### src/rtl/core/pcs_pkg.sv
// Package for the periodic coordinate store: command codes, sizes and types.
// No dependencies.
package pcs_pkg;
  localparam int NumParticles = 1024;
  localparam int NumDims = 3;
  localparam int CoordBits = 32;
  localparam logic [30:0] BoxReset = 31'd1048576;

  typedef enum logic [2:0] {
    CMD_SET = 3'd0, CMD_DISP = 3'd1, CMD_WRAP = 3'd2, CMD_SAVE = 3'd3,
    CMD_RESTORE = 3'd4, CMD_PAIR = 3'd5, CMD_PROBE = 3'd6, CMD_NOP = 3'd7
  } cmd_t;

  typedef struct packed {
    cmd_t        cmd;
    logic [9:0]  ia;
    logic [9:0]  ib;
    logic [31:0] vx;
    logic [31:0] vy;
    logic [31:0] vz;
    logic        use_box;
  } req_t;

  typedef enum logic [1:0] {ST_IDLE, ST_READ, ST_EXEC, ST_SUM} state_t;
endpackage

### src/rtl/core/pcs_front.sv
// Front end: accepts requests into a two-entry queue.
// Depends on pcs_pkg.
module pcs_front import pcs_pkg::*; (
  input  logic clk,
  input  logic rst_n,
  input  logic in_valid,
  output logic in_stall,
  input  req_t in_req,
  output logic q_valid,
  output req_t q_req,
  input  logic q_pop
);
  req_t       buf_r [2];
  logic       wp_r, rp_r, wp_nxt, rp_nxt;
  logic [1:0] cnt_r, cnt_nxt;
  logic       push;

  assign in_stall = cnt_r == 2'd2;
  assign push = in_valid && !in_stall;
  assign q_valid = cnt_r != 2'd0;
  assign q_req = buf_r[rp_r];

  always_comb begin
    wp_nxt = wp_r ^ push;
    rp_nxt = rp_r ^ (q_pop && q_valid);
    cnt_nxt = cnt_r + {1'b0, push} - {1'b0, q_pop && q_valid};
  end

  always_ff @(posedge clk) begin
    if (!rst_n) begin
      wp_r <= 1'b0; rp_r <= 1'b0; cnt_r <= 2'd0;
    end else begin
      wp_r <= wp_nxt; rp_r <= rp_nxt; cnt_r <= cnt_nxt;
    end
    if (push) buf_r[wp_r] <= in_req;
  end

  assert property (@(posedge clk) disable iff (!rst_n) cnt_r <= 2'd2)
    else $error("queue count overflow");
  assert property (@(posedge clk) disable iff (!rst_n) q_pop |-> q_valid)
    else $error("pop from empty queue");
  assert property (@(posedge clk) disable iff (!rst_n)
    (cnt_r == 2'd2 && !q_pop) |=> cnt_r == 2'd2)
    else $error("full queue lost an entry");
endmodule

### config.mk
export PLATFORM = sky130hd
export DESIGN_NAME = pcs_front
export DESIGN_NICKNAME = d
export VERILOG_FILES = /design/src/rtl/core/pcs_pkg.sv /design/src/rtl/core/pcs_front.sv
export SDC_FILE = /design/constraint.sdc
export NUM_CORES = 1
export LEC_CHECK = 0
export BUFFER_PORTS_ARGS = -buffer_cell sky130_fd_sc_hd__buf_2
export CORE_MARGIN = 2
export CORE_UTILIZATION = 30
export CTS_CLUSTER_SIZE = 28
export DETAILED_ROUTE_END_ITERATION = 8
export RECOVER_POWER = 25
export SKIP_LAST_GASP = 1
export SLEW_MARGIN = 20
export SYNTH_ARGS = -nofsm -noshare
export SYNTH_HDL_FRONTEND = slang
export SYNTH_SLANG_ARGS = --single-unit
export TNS_END_PERCENT = 1
### constraint.sdc
create_clock -name clk -period 4.6 [get_ports clk]
set_input_delay 0 -clock clk [delete_from_list [all_inputs] [get_ports clk]]
set_output_delay 0 -clock clk [all_outputs]
set_load 0.03 [all_outputs]
==> flow_summary.yaml, run 1 <==
run_status:
  status: "finished clean"
clock_tree:
  clock_latency_ns: 0.53
  clk_pin_slew_ns: 0.06
  root_buffer: "clkbuf_16"
  cts_setup_buffers: 0
  cts_made_buffers: 27
  cts_max_level: 1
  cts.sinks: 245
  cts.path.max_buffers: 3
  cts_tree: "done"
synth:
  ys_ff_latch: 245
  synthCells: 398
  synth_area_um2: 8950
  ys.warnings.count: 0
  seq_area_frac_synth_pct: 81.6
  syn_nets: 526
  syn_area_per_cell_um2: 22.5
  synth_cell_types: 15
worst_setup_path:
  crit_required_ns: 4.60
  ff2ff_path_depth: 4
  arrival_ns: 2.45
  critPathMaxFanout: 64
  criticalPathCategory: "flip-flop to primary output"
  crit_path_end_kind: "primary output"
  worstSetupStartpointType: "flip-flop"
detailed_routing:
  via_per_inst: 4.22
  num_vias: 5045
  firstDrtPassIters: 4
  drc_errors: 0
  ant_nets: 0
  drt-initial-drc-count: 219
  routed_wl_mm: 18.4
  wl_per_cell_um: 15.4
floorplanning:
  core_um2: 29500
  initial_core_util_pct: 30.4
  die_h_um: 177
  rows: 63
  die_w_um: 177
  io_pins: 246
  die-area_um2: 31200
sta:
  period_needed_ns: 2.45
  setup_viol_count_final: 0
  rsz0062_at_grt: "false"
  finalSetupTns_ns: 0
  fin_ws_ns: 2.15
  maxSlewHeadroom_pct: 37.4
  max_freq_ghz: 0.409
  finalHoldViolCount: 0
  drv_slew: 0
  skew_ns: 0.0166
  fin_crit_sh_pct: 53.2
  tightest_slew_ns: 0.939
grt:
  grt.total_usage_pct: 11.1
  grt_max_degree: 66
  grt_pass1_vias: 5425
  overflow: 0
  antenna_found_initial: 0
  grt_pass1_wl_mm: 27.6
final_layout:
  final_common_cell: "edfxtp_1"
  antenna_cells: 0
  final_cell_mix: "edfxtp_1, buf_2, dlygate4sd3_1"
  instances_no_fill: 1196
  syn2layout_area_growth_pct: 40.6
  drive_above_1_share_pct: 45.8
  finalNetCount: 915
  fin_area_um2: 12600
place:
  port_buffers: 245
  dpl.hpwl_mm: 10.9
  place_ws_ns: 2.53
  place.detailed.instances: 1025
  gp_congestion: 0.688
  placed_cell_area_um2: 10600
hold_path:
  holdCritPathClass: "primary input to flip-flop"
  min_path_cells: 2
power_and_ir_drop:
  power_w: 0.00679
  vdd_ir_drop_max_mv: 0.324
  powerDensity_nw_per_um2: 539
  p_leak_nw: 4.61
flow_run:
  drv_cap: 0
## kinds of logic after synthesis
| kind of cell | count (synthesis) | synth area share [%] |
|---|---|---|
| compound gates | 1 | 0.0839 |
| xor+xnor | 1 | 0.251 |
| fa+ha+maj | 4 | 0.559 |
| buf+inv | 16 | 1.62 |
| flops | 245 | 81.6 |
| mux | 122 | 15.3 |
| simple gates | 9 | 0.573 |
## cell type report
type                    count  area (µm²)
inverters                   3        11.3
repair buffers            373        2450
well taps                 390         488
fillers                  2714       16900
multi-input cells         137        1530
clock buffers              33         698
clock inverters            15         101
flip-flops and latches    245        7310
## state kept, by name, indices dropped and copies added, names as in the netlist, named ones only
| signal | count |
|---|---|
| buf_r | 240 |
| cnt_r | 2 |
| wp_r | 1 |
| rp_r | 1 |
## stage by stage
stage / util [%] / hold slack (ns)
global route: 42.7 / 0.170
global placement: 36.0 / 0.187
detailed placement: 36.0 / 0.191
floorplan: - / 0.0989
CTS: 42.9 / 0.159
finish: 42.7 / 0.188
## final timing paths
| kind | startpoint | end | slack (ns) |
|---|---|---|---|
| hold reg to reg | rp_r | flip-flop | 0.48 |
| setup / recovery | flip-flop | q_req[112] | 2.15 |
| setup reg to reg | cnt_r[0] | buf_r[1][79] | 2.55 |
| hold / removal | in_req[114] | buf_r[1][114] | 0.19 |
## metal layers
| metal | part of all wire [%] | vias up | GRT usage, % |
|---|---|---|---|
| met5 | 0 | - | 0 |
| met4 | 2.7 | 0 | 4.03 |
| met3 | 7.2 | 41 | 3.16 |
| met2 | 51 | 163 | 20.4 |
| met1 | 39 | 2481 | 12.3 |
| li1 | - | 2360 | - |
## Yosys cell counts
| cell type | count | share of area [%] |
|---|---|---|
| inv_1 | 3 | 0.13 |
| nand2b_1 | 2 | 0.14 |
| nor2b_1 | 2 | 0.14 |
| o21a_1 | 1 | 0.084 |
| ha_1 | 4 | 0.56 |
| buf_2 | 2 | 0.11 |
| or2_2 | 1 | 0.070 |
| and2_1 | 2 | 0.14 |
| edfxtp_1 | 240 | 80 |
| buf_6 | 11 | 1.4 |
| nand2_1 | 2 | 0.084 |
| dfxtp_1 | 5 | 1.1 |
| xnor3_1 | 1 | 0.25 |
| mux2_2 | 120 | 15 |
| mux2i_1 | 2 | 0.22 |
## report_power, final
part           internal [W]  switching, W  total, W
Combinational      0.000678       0.00120   0.00188
Clock               0.00113      0.000822   0.00195
Sequential          0.00284      0.000124   0.00296
## worst max-delay path: stages, from the launching register on
cell	delay [ns]
dfxtp_4	0.86
buf_12	0.37
mux2_2	0.40
buf_2	0.18
## repair_timing
| action | in CTS | in global routing |
|---|---|---|
| gates resized for setup | 0 | 0 |
| hold buffers | 123 | 0 |
| hold endpoints to repair | 245 | 0 |
No activity file was read; power rests on OpenSTA's default activity.
==> inputs of run 2 (changes only) <==
==> constraint.sdc (replaced) <==
create_clock -name clk -period 2.1 [get_ports clk]
set_input_delay 0 -clock clk [delete_from_list [all_inputs] [get_ports clk]]
set_output_delay 0 -clock clk [all_outputs]
set_load 0.03 [all_outputs]
==> run 2 against run 1 <==
Routed wire length is 0.84% lower. Clock power rose by 140%. Cell area up 1.3%. Sequential power grew 110%. Non-clock buffer count is 3 higher. Sequential share of layout area decreased by 0.73 points. Final cell count up 0.25%. Critical path type unchanged. Worst setup slack got worse by 1.9 ns.
==> flow_summary.yaml, run 2 (same netlist as run 1, synthesis figures left out) <==
final_layout:
  final_cell_mix: "edfxtp_1, buf_2, dlygate4sd3_1"
  finalNetCount: 917
  fin_area_um2: 12800
  regArea_um2: 7310
  largest-register: "buf_r"
  syn2layout_area_growth_pct: 42.4
  multi_input_area_um2: 1530
  final_core_util_pct: 43.3
  fillers: 2673
  largest_reg_flops: 240
  instances_no_fill: 1199
  drive_above_1_share_pct: 46.5
  final_common_cell: "edfxtp_1"
  top_regs: "buf_r x240, cnt_r x2"
power_and_ir_drop:
  vdd_ir_drop_max_mv: 0.761
  powerDensity_nw_per_um2: 1200
  p_leak_nw: 4.68
  power_w: 0.0153
worst_setup_path:
  worstSetupStartpointType: "flip-flop"
  crit_path_end_kind: "primary output"
  arrival_ns: 1.83
  reg2reg_setup_slack_ns: 0.46
  crit_required_ns: 2.10
  critPathMaxFanout: 62
  criticalPathCategory: "flip-flop to primary output"
floorplanning:
  die_h_um: 177
  core_um2: 29500
  rows: 63
  io_pins: 246
  die_w_um: 177
  die-area_um2: 31200
  initial_core_util_pct: 30.4
sta:
  maxSlewHeadroom_pct: 74.0
  tightest_slew_ns: 0.390
  drv_slew: 0
  finalHoldViolCount: 0
  skew_ns: 0.0126
  fin_crit_sh_pct: 87.2
  period_needed_ns: 1.83
  max_freq_ghz: 0.546
  rsz0062_at_grt: "false"
  setup_viol_count_final: 0
place:
  port_buffers: 245
  placed_cell_area_um2: 10700
  dpl.hpwl_mm: 10.9
  place.detailed.instances: 1028
  gp_congestion: 0.670
detailed_routing:
  routed_wl_mm: 18.2
  wl_per_cell_um: 15.2
  num_vias: 4993
  firstDrtPassIters: 4
  drt-initial-drc-count: 256
  via_per_inst: 4.16
  ant_nets: 0
  drc_errors: 0
clock_tree:
  cts_tree: "done"
  clock_latency_ns: 0.52
  root_buffer: "clkbuf_16"
  cts_setup_buffers: 0
  cts_resized: 0
  cts_max_level: 1
  cts.sinks: 245
  clk_pin_slew_ns: 0.06
  hold_buffers: 123
  cts_made_buffers: 26
  cts.path.max_buffers: 3
grt:
  grt_pass1_wl_mm: 27.8
  grt.total_usage_pct: 11.3
  overflow: 0
  grt_pass1_vias: 5370
  antenna_found_initial: 1
  grt_max_degree: 63
flow_run:
  drv_cap: 0
hold_path:
  holdCritPathClass: "primary input to flip-flop"
run_status:
  status: "finished clean"
[run 2: cell count changes in the layout (fill, tap and decap cells not counted), sizes merged]
cell    change
buf         +7
bufinv      +3
clkbuf      -5
diode       +1
clkinv      -3
[run 2: area by class of cell]
cell class | count | area share, %
Antenna cell | 1 | 0.0196
Multi-Input combinational cell | 137 | 12.0
Inverter | 3 | 0.0883
Clock inverter | 15 | 1.36
Clock buffer | 32 | 5.45
Sequential cell | 245 | 57.3
Timing Repair Buffer | 376 | 19.9
Tap cell | 390 | 3.83
[run 2: final timing paths]
kind                   start            to  depth (start not counted)
hold / removal    in_req[33]  buf_r[1][33]                          2
setup / recovery   flip-flop      q_req[5]                          3
setup reg to reg    cnt_r[0]  buf_r[0][12]                          4
hold reg to reg         rp_r     flip-flop                          2
[run 2: worst max-delay path: stages (launching register included)]
cell and delay [ns]:
dfxtp_4 0.37, buf_12 0.30, mux2_2 0.40, buf_2 0.18
[run 2: power breakdown]
group	internal, W	switching [W]
Clock	0.00283	0.00177
Combinational	0.00157	0.00276
Sequential	0.00620	0.000143
Total	0.0106	0.00467
[run 2: metal layers]
metal	GRT usage, %	share of wire, %	up-vias
li1	-	-	2361
met1	13.0	40	2445
met2	20.6	52	156
met3	2.84	6.6	31
met4	3.31	2.0	0
met5	0	0	-
[run 2: metrics by stage]
stage,TNS (ns),worst slack [ns],hold slack [ns]
floorplan,-129.41,-0.539,0.0989
global placement,0,0.481,0.187
detailed placement,0,0.462,0.191
CTS,0,0.229,0.170
global route,0,0.185,0.185
finish,0,0.269,0.206
==> inputs of run 3 (changes only) <==
--- a/config.mk
+++ b/config.mk
@@ -11,6 +11,7 @@
 export CTS_CLUSTER_SIZE = 28
 export DETAILED_ROUTE_END_ITERATION = 8
 export RECOVER_POWER = 25
+export REMOVE_ABC_BUFFERS = 1
 export SKIP_LAST_GASP = 1
 export SLEW_MARGIN = 20
 export SYNTH_ARGS = -nofsm -noshare
==> constraint.sdc (replaced) <==
create_clock -name clk -period 1.7 [get_ports clk]
set_input_delay 0 -clock clk [delete_from_list [all_inputs] [get_ports clk]]
set_output_delay 0 -clock clk [all_outputs]
set_load 0.03 [all_outputs]
==> run 3 against run 2 <==
The run now ends with negative setup slack left. Final cell count is 1.3% higher. Die area stayed put. Sequential power is 24% higher. Register-to-register slack worse by 0.33 ns. Worst hold slack worse by 0.0033 ns. Clock power is 18% higher. Global-route usage is 0.12 points higher. Non-clock buffer count is 15 higher. Clock skew is 0.0056 ns lower. Via count is 1.7% higher.
==> flow_summary.yaml, run 3 (same netlist as run 1, synthesis figures left out) <==
power_and_ir_drop:
  p_comb_share_pct: 30.8
  vdd_ir_drop_max_mv: 0.724
  p_sw_share_pct: 31.1
  p_leak_nw: 4.79
  power_frac_clock_pct: 28.3
  powerDensity_nw_per_um2: 1470
  seqPwrFrac_pct: 40.9
  p_int_w: 0.0132
  switchingPower_w: 0.00596
worst_setup_path:
  cp_num_cells: 4
  worstSetupStartpointType: "flip-flop"
  ff2ff_path_depth: 4
  r2r_end: "buf_r[1][82]"
  worst_path_largest_cell_delay_ns: 0.40
  worst_r2r_startpoint: "cnt_r[0]"
  criticalPathCategory: "flip-flop to primary output"
  arrival_ns: 1.78
  crit_path_end_kind: "primary output"
  crit_chain: "buf_12, clkbuf_16, mux2_2, buf_2"
  critPathMaxFanout: 8
  cp-endpoint: "q_req[42]"
  cp_slowest_cell: "dfxtp_4"
  crit_required_ns: 1.70
  reg2reg_setup_slack_ns: 0.13
  path_buf_inv: 3
  critPathTopFamily: "buffers and inverters"
final_layout:
  largest_reg_flops: 240
  top_regs: "buf_r x240, cnt_r x2"
  instances_no_fill: 1215
  final_cell_mix: "edfxtp_1, buf_2, dlygate4sd3_1"
  fin_area_um2: 13000
  syn2layout_area_growth_pct: 45.6
  drive_above_1_share_pct: 47.2
  finalNetCount: 932
  final_common_cell: "edfxtp_1"
  largest-register: "buf_r"
  final_core_util_pct: 44.2
clock_tree:
  cts_max_level: 1
  cts_made_buffers: 26
  root_buffer: "clkbuf_16"
  cts.sinks: 245
  clk_pin_slew_ns: 0.06
  cts.path.max_buffers: 3
  cts_tree: "done"
  clock_latency_ns: 0.52
floorplanning:
  die-area_um2: 31200
  initial_core_util_pct: 30.4
  die_w_um: 177
  rows: 63
  io_pins: 246
  core_um2: 29500
  die_h_um: 177
grt:
  overflow: 0
  grt.total_usage_pct: 11.4
  grt_max_degree: 38
  antenna_found_initial: 1
  grt_pass1_vias: 5136
  grt_pass1_wl_mm: 27.7
sta:
  finalHoldViolCount: 0
  skew_ns: 0.00701
  fin_crit_sh_pct: 105
  maxSlewHeadroom_pct: 83.7
  fin_ws_ns: -0.0790
  setup_viol_count_final: 106
  max_freq_ghz: 0.562
  period_needed_ns: 1.78
  finalSetupTns_ns: -4.89
  rsz0062_at_grt: "true"
  tightest_slew_ns: 0.244
  drv_slew: 0
place:
  placed_cell_area_um2: 10800
  place.detailed.instances: 1032
  gp_congestion: 0.719
  dpl.hpwl_mm: 11.7
  place_ws_ns: 0.124
  port_buffers: 245
detailed_routing:
  drt-initial-drc-count: 200
  routed_wl_mm: 19.5
  firstDrtPassIters: 4
  drc_errors: 0
  ant_nets: 0
  via_per_inst: 4.18
  wl_per_cell_um: 16.0
  num_vias: 5079
flow_run:
  drv_cap: 0
hold_path:
  holdCritPathClass: "primary input to flip-flop"
run_status:
  violations: "negative setup slack"
  status: "complete, but fails checks"
==> run 3: worst min-delay path by stage <==
stage                           from            to  depth (start not counted)
after floorplan            in_req[0]   buf_r[0][0]                          0
after global placement    in_req[59]  buf_r[1][59]                          1
after detailed placement  in_req[29]  buf_r[0][29]                          1
after CTS                 in_req[59]  buf_r[1][59]                          2
after global routing      in_req[45]  buf_r[0][45]                          2
final                     in_req[24]  buf_r[0][24]                          2
==> run 3: power by group through the flow <==
| stage | combinational, W | clock [W] | sequential, W |
|---|---|---|---|
| floorplan | 0.00342 | 0 | 0.00824 |
| global placement | 0.00536 | 0 | 0.00793 |
| detailed placement | 0.00536 | 0 | 0.00798 |
| CTS | 0.00561 | 0.00561 | 0.00785 |
| global route | 0.00627 | 0.00587 | 0.00791 |
| finish | 0.00590 | 0.00542 | 0.00783 |
==> run 3: cell type report <==
type / count / area [µm²]
fillers: 2636 / 16400
flip-flops and latches: 245 / 7310
repair buffers: 391 / 2880
multi-input cells: 137 / 1530
clock buffers: 32 / 694
well taps: 390 / 488
clock inverters: 16 / 129
inverters: 3 / 11.3
diodes: 1 / 2.50
==> run 3: routing by layer <==
| layer | global-route usage (%) | routed length [µm] |
|---|---|---|
| met1 | 14.0 | 8010 |
| met2 | 19.4 | 9510 |
| met3 | 3.41 | 1560 |
| met4 | 3.41 | 367 |
| met5 | 0 | 0 |
==> run 3: worst register-to-register path: cells and delay by family (launching register included) <==
kind          cells  cell delay [ns]
fa+ha+maj         1             0.24
buf+inv           1             0.24
simple gates      2             0.38
flops             1             0.36
==> run 3: per-stage QoR <==
stage	hold slack, ns	power (W)
floorplan	0.0989	0.0117
global placement	0.187	0.0133
detailed placement	0.191	0.0133
CTS	0.174	0.0191
global route	0.182	0.0200
finish	0.203	0.0192
==> run 3: what timing repair did <==
action                                  CTS  global route
setup buffers                             0             4
resized for setup                         0            24
hold endpoints to repair                245             0
hold buffers                            123             0
gates cloned                              0             7
endpoints found under the setup margin  120           120
